`config.mk`:
```
export PLATFORM = sky130hd
export DESIGN_NAME = ipv4_dotted_quad_checker_unit
export DESIGN_NICKNAME = d
export VERILOG_FILES = /design/src/design/ipv4dq_pkg.sv /design/src/design/ipv4_dotted_quad_checker_unit.sv
export SDC_FILE = /design/constraint.sdc
export NUM_CORES = 1
export LEC_CHECK = 0
export ABC_CLOCK_PERIOD_IN_PS = 4050
export BUFFER_PORTS_ARGS = -buffer_cell sky130_fd_sc_hd__buf_2
export CORE_ASPECT_RATIO = 1.75
export CORE_MARGIN = 2
export CORE_UTILIZATION = 55
export CTS_CLUSTER_DIAMETER = 120
export DETAILED_ROUTE_END_ITERATION = 12
export PLACE_DENSITY = 0.76
export SKIP_CTS_REPAIR_TIMING = 1
export SYNTH_ARGS = -nofsm -noshare
export SYNTH_HDL_FRONTEND = slang
export SYNTH_SLANG_ARGS = --single-unit
```
`constraint.sdc`:
```
create_clock -name clk_i -period 4.05 [get_ports clk_i]
set_input_delay 0.2025 -clock clk_i [delete_from_list [all_inputs] [get_ports clk_i]]
set_output_delay 0.2025 -clock clk_i [all_outputs]
set_load 0.02 [all_outputs]
```
`src/design/ipv4dq_pkg.sv`:
```
// Package for the IPv4 dotted-quad checker: status codes, character codes and limits.
// Used by ipv4_dotted_quad_checker_unit and its bench; depends on nothing else.
`default_nettype none

package ipv4dq_pkg;

  // Status of one checked address
  typedef enum logic [3:0] {
    StValid    = 4'd0,
    StLength   = 4'd1,
    StLeadZero = 4'd2,
    StOver     = 4'd3,
    StDigits   = 4'd4,
    StEmpty    = 4'd5,
    StDots     = 4'd6,
    StChar     = 4'd7,
    StForm     = 4'd8
  } status_e;

  // Character codes
  localparam logic [7:0] ChZero = 8'h30;
  localparam logic [7:0] ChNine = 8'h39;
  localparam logic [7:0] ChDot  = 8'h2E;

  // Length limits and counter saturation
  localparam logic [4:0] LenMin = 5'd7;
  localparam logic [4:0] LenMax = 5'd15;
  localparam logic [4:0] LenSat = 5'd16;

  // Largest octet value
  localparam logic [11:0] OctetMax = 12'd255;

endpackage

`default_nettype wire

```
`src/design/ipv4_dotted_quad_checker_unit.sv`:
```
// IPv4 dotted-quad checker: one address character per word, status on the last.
// The status word is registered and appears in the cycle after the last character is taken.
// Throughput: one character per cycle; the scan state and the status register
//   are updated in one pass, and the input stalls only while a status waits.
// Reset: all scan state and the status register are cleared at once.
// Depends on ipv4dq_pkg.
`default_nettype none

module ipv4_dotted_quad_checker_unit
  import ipv4dq_pkg::*;
(
  input  wire logic       clk_i,
  input  wire logic       rst_ni,
  input  wire logic       s_axis_tvalid_i,
  output logic            s_axis_tready_o,
  input  wire logic [7:0] s_axis_tdata_i,   // [7:0] char_in
  input  wire logic       s_axis_tlast_i,   // last_char
  output logic            m_axis_tvalid_o,
  input  wire logic       m_axis_tready_i,
  output logic [7:0]      m_axis_tdata_o    // [3:0] status, [7:4] zero
);

  // Scan state
  logic [4:0] char_cnt_q,  char_cnt_d;
  logic [1:0] dot_cnt_q,   dot_cnt_d;
  logic [7:0] octet_q,     octet_d;
  logic [1:0] digit_cnt_q, digit_cnt_d;
  status_e    err_q,       err_d;

  // Result register
  logic    out_valid_q, out_valid_d;
  status_e status_q,    status_d;

  logic       in_acc;
  logic       is_digit;
  logic [3:0] digit_val;
  logic [11:0] octet_ext;
  logic [11:0] octet_next;
  logic [4:0] char_cnt_inc;
  status_e    status_calc;

  // Take a word whenever the result slot is empty or being emptied
  assign s_axis_tready_o = !out_valid_q || m_axis_tready_i;
  assign in_acc          = s_axis_tvalid_i && s_axis_tready_o;

  assign is_digit   = (s_axis_tdata_i >= ChZero) && (s_axis_tdata_i <= ChNine);
  assign digit_val  = 4'(s_axis_tdata_i - ChZero);
  assign octet_ext  = {4'b0, octet_q};
  // Times ten as two shifts and an add
  assign octet_next = (octet_ext << 3) + (octet_ext << 1) + {8'b0, digit_val};

  assign char_cnt_inc = (char_cnt_q < LenSat) ? char_cnt_q + 5'd1 : char_cnt_q;

  // Advance the scan by one character
  always_comb begin
    dot_cnt_d   = dot_cnt_q;
    octet_d     = octet_q;
    digit_cnt_d = digit_cnt_q;
    err_d       = err_q;
    if (err_q == StValid) begin
      if (is_digit) begin
        if (digit_cnt_q == 2'd1 && octet_q == 8'd0) begin
          err_d = StLeadZero;
        end else if (octet_next > OctetMax) begin
          err_d = StOver;
        end else if (digit_cnt_q == 2'd3) begin
          err_d = StDigits;
        end else begin
          octet_d     = octet_next[7:0];
          digit_cnt_d = digit_cnt_q + 2'd1;
        end
      end else if (s_axis_tdata_i == ChDot) begin
        if (digit_cnt_q == 2'd0) begin
          err_d = StEmpty;
        end else if (dot_cnt_q == 2'd3) begin
          err_d = StDots;
        end else begin
          dot_cnt_d   = dot_cnt_q + 2'd1;
          octet_d     = 8'd0;
          digit_cnt_d = 2'd0;
        end
      end else begin
        err_d = StChar;
      end
    end
  end

  // Pick the final status, length first
  always_comb begin
    if (char_cnt_inc < LenMin || char_cnt_inc > LenMax) begin
      status_calc = StLength;
    end else if (err_d != StValid) begin
      status_calc = err_d;
    end else if (dot_cnt_d != 2'd3 || digit_cnt_d == 2'd0) begin
      status_calc = StForm;
    end else begin
      status_calc = StValid;
    end
  end

  // Result slot: load on the last character, drop once taken
  always_comb begin
    out_valid_d = out_valid_q;
    status_d    = status_q;
    if (in_acc && s_axis_tlast_i) begin
      out_valid_d = 1'b1;
      status_d    = status_calc;
    end else if (m_axis_tready_i) begin
      out_valid_d = 1'b0;
    end
  end

  // Hold or advance the scan state
  always_ff @(posedge clk_i or negedge rst_ni) begin
    if (!rst_ni) begin
      char_cnt_q  <= '0;
      dot_cnt_q   <= '0;
      octet_q     <= '0;
      digit_cnt_q <= '0;
      err_q       <= StValid;
      out_valid_q <= 1'b0;
      status_q    <= StValid;
    end else begin
      out_valid_q <= out_valid_d;
      status_q    <= status_d;
      if (in_acc) begin
        if (s_axis_tlast_i) begin
          char_cnt_q  <= '0;
          dot_cnt_q   <= '0;
          octet_q     <= '0;
          digit_cnt_q <= '0;
          err_q       <= StValid;
        end else begin
          char_cnt_q  <= char_cnt_inc;
          dot_cnt_q   <= dot_cnt_d;
          octet_q     <= octet_d;
          digit_cnt_q <= digit_cnt_d;
          err_q       <= err_d;
        end
      end
    end
  end

  assign m_axis_tvalid_o = out_valid_q;
  assign m_axis_tdata_o  = {4'b0, status_q};

  // A last character always leaves a status waiting
  a_last_gives_status: assert property (@(posedge clk_i) disable iff (!rst_ni)
    in_acc && s_axis_tlast_i |=> m_axis_tvalid_o)
    else $error("no status after last character");

  // A last character returns the scan to its start
  a_last_clears: assert property (@(posedge clk_i) disable iff (!rst_ni)
    in_acc && s_axis_tlast_i |=> char_cnt_q == 5'd0 && err_q == StValid
      && dot_cnt_q == 2'd0 && digit_cnt_q == 2'd0)
    else $error("scan state not cleared after last character");

  // Once an error is held, the octet scan is frozen
  a_error_freezes: assert property (@(posedge clk_i) disable iff (!rst_ni)
    in_acc && !s_axis_tlast_i && err_q != StValid
      |=> $stable(dot_cnt_q) && $stable(octet_q) && $stable(digit_cnt_q)
        && $stable(err_q))
    else $error("scan state moved after an error");

  // Character count never passes saturation
  a_count_sat: assert property (@(posedge clk_i) disable iff (!rst_ni)
    char_cnt_q <= LenSat)
    else $error("character count past saturation");

  // A waiting status is never overwritten while stalled
  a_status_kept: assert property (@(posedge clk_i) disable iff (!rst_ni)
    m_axis_tvalid_o && !m_axis_tready_i |=> !in_acc || !s_axis_tlast_i
      || $past(status_q) == status_q)
    else $error("waiting status overwritten");

endmodule

`default_nettype wire

```
After elaboration in Yosys (flattened, before gate mapping)
Index checks and enable logic that the tools add are counted.
{ "op_classes": {"add_sub_neg": 6, "mul": 0, "div_mod_pow": 0, "order_cmp": 6, "n_eq_ne": 10, "shift": 0, "mux": 40, "n_bitwise": 0, "reduce_logical": 17} }
{ "op_table": {"columns": ["cell", "count"], "rows": [
  ["8-bit 2-to-1 mux", 9],
  ["4-bit 2-to-1 mux", 12],
  ["2-bit 2-to-1 mux", 15],
  ["3-bit inequality test (second input constant)", 5],
  ["11-bit by 9-bit adder with 12-bit output", 1],
  ["12-bit by 4-bit adder with 12-bit output", 1],
  ["12-bit by 8-bit > comparator with 1-bit output (second input constant)", 1],
  ["5-bit 2-to-1 mux", 2],
  ["8-bit by 6-bit equality test with 1-bit output (second input constant)", 1],
  ["8-bit by 6-bit >= comparator with 1-bit output (second input constant)", 1],
  ["8-bit by 6-bit <= comparator with 1-bit output (second input constant)", 1],
  ["8-bit logical NOT", 1],
  ["8-bit AND reduction", 1],
  ["5-bit by 1-bit adder with 5-bit output (second input constant)", 1],
  ["5-bit by 4-bit > comparator with 1-bit output (second input constant)", 1],
  ["5-bit by 3-bit less-than comparator with 1-bit output (second input constant)", 1],
  ["5-bit less-than comparator (second input constant)", 1],
  ["2-bit by 1-bit adder with 2-bit output (second input constant)", 2],
  ["2-bit equality test (second input constant)", 2],
  ["1-bit logical AND", 4],
  ["2-bit logical NOT", 2],
  ["4-bit logical NOT", 1],
  ["2-bit nonzero test", 2],
  ["4-bit nonzero test", 1],
  ["7 further kinds", 10]
]} }
{ "totals": {"ff_bits": 26, "latchBits": 0, "mem_bits_rw": 0, "romBits": 0, "input_bits": 13, "out_inout_bits": 10, "mem_count": 0} }

Longest topological paths before layout
{ "logic_depth": {"ltp_word": 12, "ltp_mapped": 12, "depth_no_buf": 11} }

Worst setup path before layout
Ideal clock, no wire load.
{ "synth_path": {"path_kind": "register to register", "start": "reg octet_q[0]", "end": "reg status_q[1]", "setup_time_ns": 0.121, "arrival_ns": 2.740, "required_time_ns": 3.929, "setup_slack_ns": 1.189, "path_stages_with_launch": 13, "n_path_buf": 1, "synth_period_minus_slack_ns": 2.861, "cell_sequence": "dfrtp_1 > inv_1 > fa_1 > inv_1 > ha_1 > a211o_1 > a21oi_2 > o21ba_2 > a32oi_1 > or2_1 > buf_6 > o21a_1 > a22o_1"} }
{ "synth_via": {"elab_chain_len": 10, "word_cells_on_any_way": 12} }
{ "synth_rtl": {"columns": ["element", "line_no", "text"], "rows": [
  ["start: declaration", "ipv4_dotted_quad_checker_unit.sv:26", "logic [7:0] octet_q, octet_d;"],
  ["start signal: assignment", "ipv4_dotted_quad_checker_unit.sv:136", "octet_q <= octet_d;"],
  ["11-bit by 9-bit adder with 12-bit output", "ipv4_dotted_quad_checker_unit.sv:50", "assign octet_next = (octet_ext << 3) + (octet_ext << 1) + {8'b0, digit_val};"],
  ["12-bit by 4-bit adder with 12-bit output", "ipv4_dotted_quad_checker_unit.sv:50", null],
  ["12-bit by 8-bit > comparator with 1-bit output", "ipv4_dotted_quad_checker_unit.sv:64", "end else if (octet_next > OctetMax) begin"],
  ["4-bit 2-to-1 mux", "ipv4_dotted_quad_checker_unit.sv:64", null],
  ["4-bit 2-to-1 mux *", "ipv4_dotted_quad_checker_unit.sv:62", "if (digit_cnt_q == 2'd1 && octet_q == 8'd0) begin"],
  ["4-bit 2-to-1 mux *", "ipv4_dotted_quad_checker_unit.sv:61", "if (is_digit) begin"],
  ["4-bit 2-to-1 mux *", "ipv4_dotted_quad_checker_unit.sv:60", "if (err_q == StValid) begin"],
  ["4-bit nonzero test", "ipv4_dotted_quad_checker_unit.sv:92", "end else if (err_d != StValid) begin"],
  ["4-bit 2-to-1 mux *", "ipv4_dotted_quad_checker_unit.sv:92", null],
  ["4-bit 2-to-1 mux *", "ipv4_dotted_quad_checker_unit.sv:90", "if (char_cnt_inc < LenMin || char_cnt_inc > LenMax) begin"],
  ["end signal: assignment", "ipv4_dotted_quad_checker_unit.sv:122", "status_q <= StValid;"],
  ["end signal: assignment", "ipv4_dotted_quad_checker_unit.sv:125", "status_q <= status_d;"],
  ["end: declaration", "ipv4_dotted_quad_checker_unit.sv:32", "status_e status_q, status_d;"]
]} }
Mark *: on every way between the ends. The rest lies on a longest branch, timed or not.
A chain may end at the register's enable or synchronous reset.

Worst setup path after layout
Ends and elaborated chain as after synthesis.

==> reports/metrics.csv <==
stage,metric,value,unit
power_and_ir_drop,powerDensity,317.7,nW/µm²
yosys,synth_top_family_by_area,compound AO/OA/AOI/OAI gates,
yosys,synth-simple-area-share,17.57,%
sta,clock.fmax,323.4,MHz
layout,fin_area,2106,µm²
clocking,cts_root_buffer,clkbuf_8,
detailed_routing,detail_route.wirelength,4146,µm
place,dpl_cell_area,2041,µm²
yosys,syn_avg_cell_area,9.303,µm²
yosys,synth_top_cell_by_area,dfrtp_1,
sta,setup_violations,0,
detailed_routing,num_vias,1642,
detailed_routing,drt_iter0_drc,43,
setup_path,crit_chain,inv_1 -> fa_1 -> inv_1 -> ha_1 -> a211o_1 -> a21oi_2 -> o21ba_2 -> a32oi_1 -> or2_1 -> o21a_1 -> a22o_1,
yosys,synth_top_area_share,33.46,%
clocking,cts_tree,built,
detailed_routing,drt-vias-per-instance,6.081,
detailed_routing,drtAntennaViolNets,0,
clocking,numCtsBuffers,3,
yosys,yosys_register_bits,26,
grt,track_usage,22.53,%
yosys,synth_area_leaders,"dfrtp_1 33%, ha_1 10%, a22o_1 5.4%",
die,rows,28,
setup_path,worst_path_most_repeated_cell,inv_1,
detailed_routing,drt-pass1-iter-count,4,
layout,layout_common_cells,"26 x dfrtp_1, 18 x buf_2, 17 x nand2_1",
yosys,synth_mux_area_share,0,%
yosys,ys_warn_count,0,
yosys,synth-main-ff-cell,dfrtp_1,
min_path,min_path_type,input port to flip-flop,
yosys,synth.distinct_cells,56,
grt,first_global_vias,1609,
clocking,clock_latency,0.27,ns
die,die_h,82.66,µm
sta,finalCritPeriodShare,76.35,%
detailed_routing,remaining_drc_errors,0,
grt,grt_first_pass_wirelength,7093,µm
setup_path,slowest_delay,0.50,ns
place,dp_hpwl,3271,µm
setup_path,cp-start-kind,flip-flop,
layout,fin_nets,257,
setup_path,crit_path_top_delay_cell,fa_1,
setup_path,critPathKind,flip-flop to flip-flop,
clocking,h-tree-depth,1,
layout,diodes,0,
layout,drive_above_1_share,13.78,%
setup_path,cp.required,4.21,ns
sta,max_slew_margin,42.84,%
place,gp_congestion,0.9062,
yosys,synth_adder_area_share,12.36,%
setup_path,path_max_fanout,7,
yosys,synthCells,209,
die,io_pins,23,
setup_path,critPathArrivalTime,3.25,ns
setup_path,crit_buf_inv,2,
setup_path,worstSetupEndpointType,flip-flop,
clocking,path_clk_slew,0.09,ns
die,dieArea,4046,µm²
layout,final_common_cell,dfrtp_1,
grt,grt_max_degree,27,
power_and_ir_drop,peakVddDrop,0.2235,mV
die,initial_core_util,57.22,%
sta,fin_crit,3.092,ns
layout,utilization,61.97,%
grt,overflow,0,
yosys,synth_xor_area_share,1.351,%
sta,fin_skew,0.005238,ns
sta,worst_slew_pin_slew,0.8552,ns
clocking,ctsLongestPathBuffers,2,
grt,antenna_found_initial,0,
detailed_routing,wire_per_inst,15.36,µm
sta,drv_slew,0,
layout,area_growth,8.301,%
yosys,synth_compound_area_share,29.99,%
sta,final_hold_viol_count,0,
sta,rsz0062_at_grt,no,
yosys,syn_area,1944,µm²
sta,tns,0,ns
clocking,clkSinkCount,26,
status,status,finished clean,
setup_path,cp_top_family,compound AO/OA/AOI/OAI gates,
power_and_ir_drop,power_leakage,1.037,nW
run,cap_viol_max_count,0,
die,die_x,48.95,µm
yosys,async_flop_share,100.0,%
yosys,synth-edff-count,0,
yosys,ys_seq_area_share,33.46,%
die,core-area,3398,µm²
place,io_buffer_count,18,
[layout make-up]
| cell class | instances | area, µm² |
|---|---|---|
| Sequential cell | 26 | 650.6 |
| Multi-Input combinational cell | 166 | 1206 |
| Tap cell | 45 | 56.30 |
| Timing Repair Buffer | 19 | 100.1 |
| Fill cell | 317 | 1292 |
| Inverter | 10 | 37.54 |
| Clock buffer | 4 | 55.05 |
[flip-flops by register name (all words and copies together) (netlist names)]
| signal | count |
|---|---|
| digit_cnt_q | 2 |
| octet_q | 8 |
| char_cnt_q | 5 |
| m_axis_tvalid_o | 1 |
| status_q | 4 |
| err_q | 4 |
| dot_cnt_q | 2 |
[stage by stage]
stage / power, mW / cells / worst slack, ns / hold slack (ns)
after floorplan: 0.4641 / 212 / 1.189 / -0.09309
after global placement: 0.5035 / 265 / 1.050 / 0.2253
after detailed placement: 0.5069 / 265 / 0.9963 / 0.2285
after CTS: 0.6713 / 269 / 0.9643 / -0.06684
after global routing: 0.7114 / 270 / 0.7424 / 0.1737
final: 0.6690 / 270 / 0.9580 / 0.1697
[where the power goes]
group          switching, mW  internal, mW  leakage [nW]
Clock                 0.0789        0.0870        0.0288
Combinational          0.105        0.0895         0.658
Sequential            0.0265         0.282         0.351
Total                  0.210         0.459          1.04
[Yosys cell counts, types with 2 or more instances]
library cell and instances:
or4_1 2, fa_1 2, nor4_1 2, a2bb2oi_1 2
nand3_1 5, inv_1 10, clkbuf_1 4, and2_1 2
a21oi_1 13, dfrtp_1 26, o31ai_1 3, nor2b_1 2
and3_1 2, xnor2_1 2, a22o_1 12, nor2_1 13
nor3_1 3, a32o_1 2, o21ai_0 13, ha_1 16
nor3b_1 3, a31oi_1 3, o21a_1 7, nand2_1 17
buf_4 4, nand4_1 2, o211ai_1 2, a21boi_0 2
nand2b_1 2, a21o_1 5
[logic make-up after synthesis]
family / after synthesis
flip-flops: 26
other: 1
XOR/XNOR: 3
adder cells (fa/ha/maj): 18
AND/OR/NAND/NOR: 62
buffers and inverters: 20
AO/OA/AOI/OAI: 79
[worst register-to-register path, delay by kind of cell (launching register included)]
family / cells / cell delay [ns]
compound gates: 6 / 1.23
fa+ha+maj: 2 / 0.80
flops: 1 / 0.41
simple gates: 1 / 0.39
buf+inv: 2 / 0.13
[final timing paths]
path	start	to	slack (ns)	cells after the start
hold reg to reg	status_q[0]	status_q[0]	0.50	1
setup reg to reg	octet_q[0]	status_q[1]	0.96	11
min in group asynchronous	rst_ni	char_cnt_q[3]	0.44	2
setup / recovery	octet_q[0]	status_q[1]	0.96	11
max in group asynchronous	rst_ni	status_q[3]	3.23	2
hold / removal	s_axis_tdata_i[0]	octet_q[0]	0.17	2
[metal layers]
| metal | part of all wire (%) | GRT usage (%) | vias up |
|---|---|---|---|
| met5 | 0 | 0 | - |
| met4 | 2.7 | 11.43 | 0 |
| met3 | 2.1 | 1.799 | 11 |
| li1 | - | - | 818 |
| met2 | 54 | 43.97 | 40 |
| met1 | 41 | 24.09 | 773 |
Power figures use the tool's default switching activity.
